`src/rtl/lpfm_pkg.sv`:
```
// Package for the LRU pinned frame manager: status and command codes, shared types.
// No dependencies.
`timescale 1ns / 1ps
package lpfm_pkg;
   localparam int DefNumFrames = 16;
   localparam int PageIdBits = 16;
   localparam int CfgBits = 5;
   localparam logic [CfgBits-1:0] CfgReset = 5'd16;

   localparam logic [2:0] ST_HIT = 3'd0;
   localparam logic [2:0] ST_LOADED_FREE = 3'd1;
   localparam logic [2:0] ST_LOADED_EVICT = 3'd2;
   localparam logic [2:0] ST_NO_FRAME = 3'd3;
   localparam logic [2:0] ST_UNPINNED = 3'd4;
   localparam logic [2:0] ST_ALREADY_FREE = 3'd5;
   localparam logic [2:0] ST_NOT_RESIDENT = 3'd6;

   localparam logic CMD_PIN = 1'b0;
   localparam logic CMD_UNPIN = 1'b1;

   // Commands from the controller to the datapath.
   typedef struct packed {
      logic load;    // capture request, start scan
      logic scan;    // step the scan over one frame
      logic commit;  // apply update and form result
   } lpfm_cmd_type;

   // Status from the datapath to the controller.
   typedef struct packed {
      logic scan_done;
   } lpfm_stat_type;
endpackage

```
`src/rtl/lpfm_ctrl.sv`:
```
// Controller for the frame manager: sequences load, scan and commit.
// Depends on lpfm_pkg.
`timescale 1ns / 1ps
module lpfm_ctrl
   import lpfm_pkg::*;
(
   input  logic          clock,
   input  logic          reset,
   input  logic          req_valid,
   output logic          req_ready,
   output logic          rsp_valid,
   input  logic          rsp_ready,
   output lpfm_cmd_type  cmd,
   input  lpfm_stat_type stat
);
   typedef enum logic [2:0] {
      S_IDLE = 3'b001,
      S_SCAN = 3'b010,
      S_DONE = 3'b100
   } state_type;

   state_type state_ff, state_in;
   logic      out_valid_ff, out_valid_in;

   // The next request can be taken while the previous result still waits.
   assign req_ready = (state_ff == S_IDLE);
   assign rsp_valid = out_valid_ff;

   always_comb begin
      state_in     = state_ff;
      out_valid_in = out_valid_ff && !rsp_ready;
      cmd          = '0;
      unique case (state_ff)
         S_IDLE: begin
            if (req_valid) begin
               cmd.load = 1'b1;
               state_in = S_SCAN;
            end
         end
         S_SCAN: begin
            cmd.scan = 1'b1;
            if (stat.scan_done) state_in = S_DONE;
         end
         S_DONE: begin
            if (!out_valid_ff || rsp_ready) begin
               cmd.commit   = 1'b1;
               out_valid_in = 1'b1;
               state_in     = S_IDLE;
            end
         end
         default: state_in = S_IDLE;
      endcase
   end

   always_ff @(posedge clock) begin
      if (reset) begin
         state_ff     <= S_IDLE;
         out_valid_ff <= 1'b0;
      end else begin
         state_ff     <= state_in;
         out_valid_ff <= out_valid_in;
      end
   end

`ifndef SYNTH
   a_commit_in_done: assert property (@(posedge clock) disable iff (reset)
      cmd.commit |-> state_ff == S_DONE) else $error("commit outside done");
   a_commit_valid: assert property (@(posedge clock) disable iff (reset)
      cmd.commit |=> rsp_valid) else $error("commit without result");
   a_load_idle: assert property (@(posedge clock) disable iff (reset)
      cmd.load |=> !req_ready) else $error("accepted while busy");
`endif
endmodule

```
`config.mk`:
```
export PLATFORM = sky130hd
export DESIGN_NAME = lpfm_ctrl
export DESIGN_NICKNAME = d
export VERILOG_FILES = /design/src/rtl/lpfm_pkg.sv /design/src/rtl/lpfm_ctrl.sv
export SDC_FILE = /design/constraint.sdc
export NUM_CORES = 1
export LEC_CHECK = 0
export ABC_AREA = 1
export BUFFER_PORTS_ARGS = -buffer_cell sky130_fd_sc_hd__buf_2
export CAP_MARGIN = 30
export CELL_PAD_IN_SITES_DETAIL_PLACEMENT = 0
export CELL_PAD_IN_SITES_GLOBAL_PLACEMENT = 2
export CORE_AREA = 4 4 41 43
export DETAILED_ROUTE_END_ITERATION = 16
export DIE_AREA = 0 0 45 47
export GPL_TIMING_DRIVEN = 0
export PLACE_DENSITY_LB_ADDON = 0.12
export REMOVE_ABC_BUFFERS = 1
export SYNTH_ARGS = -nofsm -noshare
export SYNTH_HDL_FRONTEND = slang
export SYNTH_SLANG_ARGS = --single-unit
```
`constraint.sdc`:
```
create_clock -name clock -period 2.65 [get_ports clock]
set_input_delay 0.795 -clock clock [delete_from_list [all_inputs] [get_ports clock]]
set_output_delay 0.795 -clock clock [all_outputs]
set_load 0.01 [all_outputs]
```
==> metrics.md <==
| Metric | Value |
|---|---|
| Clock Skew | `0.00354 ns` |
| Final GP Congestion | `0.720` |
| Final Hold Viols | `0` |
| Final Setup Violations | `0` |
| XOR/XNOR Fraction of Synth Area | `0%` |
| Final min period | `1.96 ns` |
| Gate count after technology mapping | `32` |
| Clk slew on worst S/H paths | `0.04 ns` |
| Initial DRT Pass Iterations | `1` |
| Clk_lat worst skew | `0.23 ns` |
| Simple-Gate Fraction of Synth Area | `33.3%` |
| CTS tree | `built` |
| Worst VDD drop | `0.200 mV` |
| CP bufs+invs | `3` |
| First DRT Iteration DRCs | `0` |
| Max-slew violations | `0` |
| Final core occ | `23.7%` |
| PD cells | `570 mW/mm^2` |
| Total gr overflow | `0` |
| Nets | `50` |
| Most common library cells after synthesis | `inv_1 (6), nand2_2 (5), dfxtp_1 (4), a21oi_1 (3)` |
| DR vias | `233` |
| Top FF cell, synth | `dfxtp_1` |
| Yosys warns | `0` |
| First-pass GRT wire length | `828 um` |
| Most common cell in the netlist | `inv_1` |
| Max-Cap Viols | `0` |
| Worst Setup Path Type | `primary input to output pin` |
| Die Ht | `47 um` |
| Mapped Area | `229 sq um` |
| Yosys top cell area share | `35.0%` |
| Residual DRC | `0` |
| Worst hold path class | `flip-flop to flip-flop` |
| Compound-cell area share of the yosys netlist | `15.3%` |
| Fraction of layout cells with a size suffix above 1 | `53.5%` |
| Crit path largest cell delay | `0.14 ns` |
| Initial Util | `17.6%` |
| Cell with the most instances on the worst path | `buf_2` |
| Fraction of registers with async set/reset | `0%` |
| Top-Level Pins | `10` |
| CP max FO | `2` |
| Main combinational cell family by area after synthesis | `simple AND/OR/NAND/NOR gates` |
| CP Capture Type | `output pin` |
| CP Data Required Time | `1.86 ns` |
| Root Driver | `clkbuf_4` |
| Least-Margin Pin Slew | `0.213 ns` |
| Setup TNS | `0 ns` |
| CTS max path bufs | `2` |
| Final hold slack | `0.536 ns` |
| Outcome | `finished, final reports clean` |
| Adder-cell area share of the yosys netlist | `0%` |
| Seq cells post-synth | `4` |
| Family with the most delay on the worst path | `buffers and inverters` |
| Critical path depth in cells | `4` |
| Post-synthesis sequential area ratio | `35.0%` |
| Reg2reg path depth | `5` |
| Row count | `13` |
| Core Area | `0.00130 sq mm` |
| Vias in the first global route | `205` |
| Die X | `45 um` |
| Area contributors post-synth | `dfxtp_1 (35%), nand2_2 (14%), inv_1 (9.8%)` |
| Syn Area/Cell | `7.16 sq um` |
| Vias per inst | `4.02` |
| Worst hold stages | `2` |
| Clk sink count | `4` |
| Final worst path period share | `74.1%` |
| Nature of the critical path startpoint | `primary input` |
| Worst path cell trace | `buf_2 > inv_1 > a21oi_1 > buf_2` |
| Post-CTS Setup Inserts | `0` |
| Final wirelength | `512 um` |
| CTS Hold Bufs | `0` |
| Area leader, netlist | `dfxtp_1` |
| Post-cts sizing count | `0` |
| DRT antenna net count | `0` |
| Slowest-stage cell, CP | `buf_2` |
| GR Util All Layers | `6.16%` |
| Post-synth EDFFs | `0` |
| CP Data Arrival Time | `1.17 ns` |
| Rel. slew slack | `85.8%` |
| Fmax achieved | `0.510 GHz` |
| H-Tree Depth | `1` |
| Mux contribution to synthesized area | `0%` |
| N_diodes | `0` |
| Die area | `0.00212 sq mm` |
| Leak Pwr | `0.158 nW` |
| Port bufs | `9` |
| Initial antenna violation count | `0` |
| RSZ-0062 raised after global routing | `no` |
| Layout area overhead | `34.4%` |
| Mean routed wirelength per cell | `8.83 um` |
| Count of different cell masters after synthesis | `14` |
| CTS buffer count | `3` |
| Pin count of the biggest net entering global routing | `5` |
| Final HPWL DP | `455 um` |
-- per-stage QoR --
step	instance area [sq um]	setup WS (ns)	power, mW	std cells
floorplan	221	0.825	0.0902	31
global placement	285	0.713	0.103	55
detailed placement	285	0.679	0.103	55
CTS	308	0.677	0.182	58
global route	308	0.641	0.190	58
finish	308	0.688	0.175	58
-- tightest hold or removal path, delay by kind of cell (launching register included) --
kind / cells / cell delay [ns]
compound gates: 1 / 0.07
flops: 1 / 0.31
simple gates: 1 / 0.11
-- cells by family after synthesis --
group           count (synthesis)
compound gates                  6
buf+inv                         9
flops                           4
simple gates                   13
-- path summary, 6_finish.rpt --
path                                  start          end  slack (ns)
worst min register to register    rsp_valid    rsp_valid        0.54
worst max register to register  state_ff[2]  state_ff[0]        1.71
worst max-delay path              rsp_ready       cmd[0]        0.69
worst min-delay path              rsp_valid    rsp_valid        0.54
-- cell type report --
class / count / area (sq um)
Fill cell: 155 / 993
Sequential cell: 4 / 80.1
Clock buffer: 3 / 22.5
Timing Repair Buffer: 9 / 45.0
Multi-Input combinational cell: 19 / 111
Tap cell: 15 / 18.8
Inverter: 8 / 30.0
-- state kept, by name, summed over array words and instances, names as in the netlist --
| name | count |
|---|---|
| rsp_valid | 1 |
| state_ff | 3 |
-- layer usage --
layer / global-route usage (%) / up-vias / part of all wire [%]
met2: 9.04 / 10 / 47
met5: 0 / - / 0
li1: - / 122 / -
met1: 5.68 / 101 / 41
met4: 5.26 / 0 / 0
met3: 4.60 / 0 / 11
-- where the power goes --
group / internal, mW / switching [mW] / total (mW)
sequential: 0.0640 / 0.00254 / 0.0665
combinational: 0.0138 / 0.0209 / 0.0347
clock: 0.0506 / 0.0236 / 0.0742
total: 0.128 / 0.0470 / 0.175
-- cells in the final DEF (no fill, tap or decap) --
master    count
a31oi_1       1
inv_1         6
a21oi_1       3
nand3_1       2
nand2_1       1
o21ai_1       1
a21oi_2       1
nor2_4        1
nor2_2        2
buf_2         9
dfxtp_1       4
nand2_2       5
inv_2         2
clkbuf_4      3
nor2_1        2
(Power assumes the default switching activity.)
