--- src/rtl/lpfm_pkg.sv ---
// Package for the LRU pinned frame manager: status and command codes, shared types.
// No dependencies.
`timescale 1ns / 1ps
package lpfm_pkg;
   localparam int DefNumFrames = 16;
   localparam int PageIdBits = 16;
   localparam int CfgBits = 5;
   localparam logic [CfgBits-1:0] CfgReset = 5'd16;

   localparam logic [2:0] ST_HIT = 3'd0;
   localparam logic [2:0] ST_LOADED_FREE = 3'd1;
   localparam logic [2:0] ST_LOADED_EVICT = 3'd2;
   localparam logic [2:0] ST_NO_FRAME = 3'd3;
   localparam logic [2:0] ST_UNPINNED = 3'd4;
   localparam logic [2:0] ST_ALREADY_FREE = 3'd5;
   localparam logic [2:0] ST_NOT_RESIDENT = 3'd6;

   localparam logic CMD_PIN = 1'b0;
   localparam logic CMD_UNPIN = 1'b1;

   // Commands from the controller to the datapath.
   typedef struct packed {
      logic load;    // capture request, start scan
      logic scan;    // step the scan over one frame
      logic commit;  // apply update and form result
   } lpfm_cmd_type;

   // Status from the datapath to the controller.
   typedef struct packed {
      logic scan_done;
   } lpfm_stat_type;
endpackage

--- src/rtl/lpfm_dp.sv ---
// Datapath for the frame manager: frame table, serial scan, update and result register.
// Depends on lpfm_pkg.
`timescale 1ns / 1ps
module lpfm_dp
   import lpfm_pkg::*;
#(
   parameter int NUM_FRAMES   = DefNumFrames
) (
   input  logic                  clock,
   input  logic                  reset,
   input  logic [CfgBits-1:0]    limit_cfg,
   input  logic                  in_command,
   input  logic [PageIdBits-1:0] in_page_id,
   input  logic                  in_mark_dirty,
   input  lpfm_cmd_type          cmd,
   output lpfm_stat_type         stat,
   output logic [2:0]            out_status,
   output logic [3:0]            out_frame_index,
   output logic [7:0]            out_pin_count_after,
   output logic                  out_dirty_after,
   output logic [PageIdBits-1:0] out_evicted_page,
   output logic                  out_writeback,
   output logic                  out_count_saturated
);
   localparam int FW = $clog2(NUM_FRAMES);
   localparam int CW = FW + 1;

   logic                  valid_ff [NUM_FRAMES];
   logic [PageIdBits-1:0] page_ff  [NUM_FRAMES];
   logic [7:0]            pins_ff  [NUM_FRAMES];
   logic                  dirty_ff [NUM_FRAMES];
   logic [FW-1:0]         rank_ff  [NUM_FRAMES];

   logic                  cmd_ff;
   logic [PageIdBits-1:0] pid_ff;
   logic                  mark_ff;
   logic [CW-1:0]         idx_ff;
   logic                  hit_ff, free_ff, vic_ff;
   logic [FW-1:0]         hit_idx_ff, free_idx_ff, vic_idx_ff, vic_rank_ff;
   logic [CW-1:0]         limit_ff;

   logic [FW-1:0] cur;
   logic          cur_in_limit;
   assign cur = idx_ff[FW-1:0];
   assign cur_in_limit = idx_ff < limit_ff;
   assign stat.scan_done = (idx_ff == CW'(NUM_FRAMES - 1));

   // One frame per cycle: match, first free, least recent unpinned.
   always_ff @(posedge clock) begin
      if (cmd.load) begin
         cmd_ff  <= in_command;
         pid_ff  <= in_page_id;
         mark_ff <= in_mark_dirty;
         idx_ff  <= '0;
         hit_ff  <= 1'b0;
         free_ff <= 1'b0;
         vic_ff  <= 1'b0;
         limit_ff <= (32'(limit_cfg) > NUM_FRAMES) ? CW'(NUM_FRAMES) : CW'(limit_cfg);
      end else if (cmd.scan) begin
         if (!hit_ff && valid_ff[cur] && page_ff[cur] == pid_ff) begin
            hit_ff <= 1'b1;
            hit_idx_ff <= cur;
         end
         if (cur_in_limit && !free_ff && !valid_ff[cur]) begin
            free_ff <= 1'b1;
            free_idx_ff <= cur;
         end
         if (cur_in_limit && valid_ff[cur] && pins_ff[cur] == 8'd0 &&
             (!vic_ff || rank_ff[cur] > vic_rank_ff)) begin
            vic_ff <= 1'b1;
            vic_idx_ff <= cur;
            vic_rank_ff <= rank_ff[cur];
         end
         if (!stat.scan_done) idx_ff <= idx_ff + 1'b1;
      end
   end

   // Commit decision.
   logic          touch;
   logic [FW-1:0] tgt;
   logic          load_new;
   always_comb begin
      touch = 1'b0;
      load_new = 1'b0;
      tgt = hit_idx_ff;
      if (cmd_ff == CMD_PIN) begin
         if (hit_ff) begin
            touch = 1'b1;
         end else if (free_ff) begin
            touch = 1'b1; load_new = 1'b1; tgt = free_idx_ff;
         end else if (vic_ff) begin
            touch = 1'b1; load_new = 1'b1; tgt = vic_idx_ff;
         end
      end
   end

   always_ff @(posedge clock) begin
      if (reset) begin
         for (int i = 0; i < NUM_FRAMES; i++) valid_ff[i] <= 1'b0;
      end else if (cmd.commit) begin
         if (touch) begin
            for (int i = 0; i < NUM_FRAMES; i++) begin
               if (FW'(i) != tgt && valid_ff[i] &&
                   (!valid_ff[tgt] || rank_ff[i] < rank_ff[tgt]))
                  rank_ff[i] <= rank_ff[i] + 1'b1;
            end
            rank_ff[tgt] <= '0;
         end
         if (load_new) begin
            valid_ff[tgt] <= 1'b1;
            page_ff[tgt]  <= pid_ff;
            pins_ff[tgt]  <= 8'd1;
            dirty_ff[tgt] <= 1'b0;
         end else if (cmd_ff == CMD_PIN && hit_ff) begin
            if (pins_ff[tgt] != 8'hFF) pins_ff[tgt] <= pins_ff[tgt] + 1'b1;
         end else if (cmd_ff == CMD_UNPIN && hit_ff) begin
            if (pins_ff[tgt] != 8'd0) pins_ff[tgt] <= pins_ff[tgt] - 1'b1;
            dirty_ff[tgt] <= mark_ff;
         end
      end
   end

   // Result register.
   always_ff @(posedge clock) begin
      if (cmd.commit) begin
         out_status <= ST_NO_FRAME;
         out_frame_index <= 4'(tgt);
         out_pin_count_after <= 8'd0;
         out_dirty_after <= 1'b0;
         out_evicted_page <= '0;
         out_writeback <= 1'b0;
         out_count_saturated <= 1'b0;
         if (cmd_ff == CMD_UNPIN) begin
            if (!hit_ff) begin
               out_status <= ST_NOT_RESIDENT;
               out_frame_index <= 4'd0;
            end else begin
               out_status <= (pins_ff[tgt] != 8'd0) ? ST_UNPINNED : ST_ALREADY_FREE;
               out_pin_count_after <= (pins_ff[tgt] != 8'd0) ?
                                      pins_ff[tgt] - 1'b1 : 8'd0;
               out_dirty_after <= mark_ff;
            end
         end else if (hit_ff) begin
            out_status <= ST_HIT;
            out_pin_count_after <= (pins_ff[tgt] == 8'hFF) ? 8'hFF : pins_ff[tgt] + 1'b1;
            out_count_saturated <= (pins_ff[tgt] == 8'hFF);
            out_dirty_after <= dirty_ff[tgt];
         end else if (load_new) begin
            out_status <= free_ff ? ST_LOADED_FREE : ST_LOADED_EVICT;
            out_pin_count_after <= 8'd1;
            if (!free_ff) begin
               out_evicted_page <= page_ff[tgt];
               out_writeback <= dirty_ff[tgt];
            end
         end else begin
            out_frame_index <= 4'd0;
         end
      end
   end

`ifndef SYNTH
   a_load_valid: assert property (@(posedge clock) disable iff (reset)
      cmd.commit && load_new |=> valid_ff[$past(tgt)]) else $error("load lost");
   a_touch_rank: assert property (@(posedge clock) disable iff (reset)
      cmd.commit && touch |=> rank_ff[$past(tgt)] == '0) else $error("rank not reset");
   a_one_cmd: assert property (@(posedge clock) disable iff (reset)
      $onehot0({cmd.load, cmd.scan, cmd.commit})) else $error("commands overlap");
`endif
endmodule

--- config.mk ---
export PLATFORM = sky130hd
export DESIGN_NAME = lpfm_dp
export DESIGN_NICKNAME = d
export VERILOG_FILES = /design/src/rtl/lpfm_pkg.sv /design/src/rtl/lpfm_dp.sv
export SDC_FILE = /design/constraint.sdc
export NUM_CORES = 1
export LEC_CHECK = 0
export BUFFER_PORTS_ARGS = -buffer_cell sky130_fd_sc_hd__buf_2
export CAP_MARGIN = 30
export CORE_ASPECT_RATIO = 1.4
export CORE_UTILIZATION = 30
export DETAILED_ROUTE_END_ITERATION = 8
export SLEW_MARGIN = 20
export SYNTH_ARGS = -nofsm -noshare
export SYNTH_HDL_FRONTEND = slang
export SYNTH_SLANG_ARGS = --single-unit
--- constraint.sdc ---
create_clock -name clock -period 5.3 [get_ports clock]
set_input_delay 0.795 -clock clock [delete_from_list [all_inputs] [get_ports clock]]
set_output_delay 0.795 -clock clock [all_outputs]
set_load 0.02 [all_outputs]
==> impl_metrics.py <==
metrics = {
    "setup_path": {
        "critical_path_class": "reg2reg",
        "reg2reg_depth": 12,
        "path_buf_inv": 2,
        "ff2ff_setup_slack_ps": 380,
        "slowest_delay_ps": 560,
        "crit_top_cell": "buf_4",
        "cp.arrival_ps": 5400,
        "critPathRequiredTime_ps": 5780,
        "timing.rr.end": "rank_ff[1][3]$_SDFFE_PP0P_",
        "endpoint_kind": "flip-flop",
        "cp_top_family": "simple AND/OR/NAND/NOR gates",
        "cp-start-kind": "flip-flop",
        "crit_chain": "buf_4, nand4bb_1, a21oi_2, or2_2, buf_4, nand3_1, a31o_2, ha_1, or4_1, a31oi_1, nand4_1, mux2i_1",
        "critPathMaxFanout": 32,
        "crit_path_top_delay_cell": "buf_4",
        "r2r-start": "cmd_ff$_DFFE_PP_",
    },
    "final_layout": {
        "finalInstanceArea_mm2": 0.0324,
        "num-nets-final": 2469,
        "n_antenna_cell": 0,
        "drive_gt1_share_pct": 18.1,
        "syn2layout_area_growth_pct": 14.0,
        "register_area_mm2": 0.0161,
        "multi_input_area_mm2": 0.0116,
        "fillers": 9189,
    },
    "yosys": {
        "ys_seq_elements": 565,
        "synth_common_cells": "edfxtp_1 (473), nand2_1 (421), nand3_1 (167)",
        "yosys-top-cells-area": "edfxtp_1 (50%), mux4_2 (9.2%), dfxtp_1 (6.5%)",
        "synth_nets": 2426,
        "yosysUniqueCellTypes": 89,
        "ys_seq_area_share_pct": 56.5,
        "async_flop_share_pct": 0,
        "yosys.area.top_type": "edfxtp_1",
        "synth_edf_count": 473,
        "synth_most_common_cell": "edfxtp_1",
        "syn_avg_cell_area_um2": 12.2,
        "synth_area_mm2": 0.0284,
        "yosys_warnings": 0,
        "synthFlopType": "edfxtp_1",
        "synth_cells": 2322,
        "yosys.area.top_type_share_pct": 50.0,
    },
    "floorplan": {
        "coreArea_mm2": 0.0939,
        "num_rows": 133,
        "start_util_pct": 30.3,
        "ioPinCount": 63,
        "dieArea_mm2": 0.0960,
        "die_width_um": 262,
        "die_h_um": 366,
    },
    "timing": {
        "finalMaxSlewViolations": 0,
        "final_hold_viol_count": 0,
        "setup-tns-final_ps": 0,
        "min_period_ps": 4920,
        "slew_headroom_pct": 33.7,
        "worst_slack_ps": 378,
        "setup_viol": 0,
        "worst_slew_pin_slew_ps": 992,
        "rsz0062_at_grt": "false",
        "max_freq_mhz": 203,
        "period_share_pct": 92.9,
        "clock_skew_ps": 72.1,
    },
    "route": {
        "remaining_drc_errors": 0,
        "wl_per_cell_um": 24.2,
        "firstDrtPassIters": 7,
        "final_antenna_net_count": 0,
        "post_drt_via_cell_ratio": 5.65,
        "wl_mm": 87.9,
        "num_vias": 20500,
        "drt_iter0_drc": 2134,
    },
    "status": {
        "status": "finished, final reports clean",
    },
    "power_and_ir_drop": {
        "leakage_nw": 11.4,
        "powerDensity_mw_per_mm2": 330,
        "ir_drop_v": 0.000303,
    },
    "clock_network": {
        "cts_setup_buffers": 0,
        "cts_made_buffers": 54,
        "clk_latency_ps": 650,
        "clock-sinks": 565,
        "clock_path_buffers": 3,
        "clk_pin_slew_ps": 70,
        "ctsHoldBuffers": 0,
        "cts_tree": "done",
        "htreeDepth": 2,
        "cts.repair.resized": 0,
        "cts_root_buf": "clkbuf_16",
    },
    "global_route": {
        "grt_remaining_overflow": 0,
        "gr-usage-all-layers_pct": 18.0,
        "antenna_found_initial": 2,
        "grt_pass1_wl_mm": 129,
        "grt_pass1_vias": 20000,
        "grt_max_degree": 116,
    },
    "worst_hold_path": {
        "min_to": "pid_ff[8]$_DFFE_PP_",
        "hold_depth": 1,
        "hp-start": "in_page_id[8]",
        "min_path_type": "in2reg",
    },
    "flow_run": {
        "maxCapViolations": 0,
    },
    "placement": {
        "place_congestion": 0.977,
        "place_area_mm2": 0.0303,
        "port-buffer-count": 62,
        "hpwl_mm": 57.1,
        "place_worst_setup_slack_ps": 346,
    },
}
==> sequential cells by signal, indices dropped and copies added (netlist names), 3 cells and up, named ones only <==
name,cells
pins_ff,128
limit_ff,5
vic_rank_ff,4
page_ff,256
hit_idx_ff,4
rank_ff,64
out_pin_count_after,8
valid_ff,16
out_frame_index,4
idx_ff,5
free_idx_ff,4
out_status,3
pid_ff,16
out_evicted_page,16
dirty_ff,16
vic_idx_ff,4
==> routing by layer <==
layer	vias up	global-route usage (%)	part of all wire (%)
met1	10200	21.7	38
li1	9104	-	-
met4	4	10.6	6.3
met3	249	2.77	7.0
met2	971	30.1	49
met5	-	0	0.028
==> cell usage in the layout (no fill, tap or decap), drive strengths merged, types with 30 or more instances in the layout <==
master	synthesis	layout
a21oi	44	44
a311oi	80	80
a31oi	30	30
and3	61	61
buf	71	144
clkbuf	87	58
dfxtp	92	92
edfxtp	473	473
ha	76	76
inv	44	48
mux2i	44	44
mux4	116	116
nand2	423	423
nand3	167	167
nand4	32	32
nor2	101	101
o21ai	53	53
==> worst max path at each step <==
| stage | depth (start not counted) | to | slack (ps) | start |
|---|---|---|---|---|
| after CTS | 10 | pins_ff[13][0]$_DFFE_PP_ | 250 | cmd_ff$_DFFE_PP_ |
| after global placement | 10 | pins_ff[7][5]$_DFFE_PP_ | 480 | cmd_ff$_DFFE_PP_ |
| final | 12 | rank_ff[1][3]$_SDFFE_PP0P_ | 380 | cmd_ff$_DFFE_PP_ |
| after detailed placement | 10 | pins_ff[3][1]$_DFFE_PP_ | 350 | cmd_ff$_DFFE_PP_ |
| after floorplan | 20 | rank_ff[9][3]$_SDFFE_PP0P_ | 30 | cmd_ff$_DFFE_PP_ |
| after global routing | 12 | rank_ff[1][3]$_SDFFE_PP0P_ | 180 | cmd_ff$_DFFE_PP_ |
==> stage by stage <==
step,cells,utilization [%],power (W),hold WS [ps]
3_5_place_dp,3522,32.3,0.00630,486
6_report,3626,34.5,0.0107,315
2_1_floorplan,2322,-,0.00587,455
5_1_grt,3626,34.5,0.0110,281
4_1_cts,3624,34.5,0.0108,278
3_3_place_gp,3521,32.3,0.00628,479
==> worst reg2reg max path, stage by stage (launching register included) <==
cell and delay [ps]:
edfxtp_1 480, buf_4 250, nand4bb_1 220, a21oi_2 510, or2_2 520, buf_4 570, nand3_1 200, a31o_2 480
ha_1 280, or4_1 500, a31oi_1 430, nand4_1 170, mux2i_1 140
==> logic make-up after synthesis <==
family                   synth area share [%]
XOR/XNOR                                0.740
flip-flops                               56.5
AO/OA/AOI/OAI                            10.6
multiplexers                             11.0
buffers and inverters                    3.06
AND/OR/NAND/NOR                          14.8
adder cells (fa/ha/maj)                  3.35
==> final cells by class <==
class,instances,area share [%]
clock buffers,57,4.21
well taps,1215,4.69
repair buffers,145,3.01
clock inverters,45,2.22
multi-input cells,1555,35.8
flip-flops and latches,565,49.6
inverters,44,0.510
==> where the power goes <==
part | switching (W) | leakage (nW) | internal [W]
clock | 0.00179 | 0.979 | 0.00268
combinational | 0.000795 | 5.08 | 0.000449
sequential | 0.000101 | 5.34 | 0.00487
total | 0.00269 | 11.4 | 0.00800
Power figures use the tool's default switching activity.
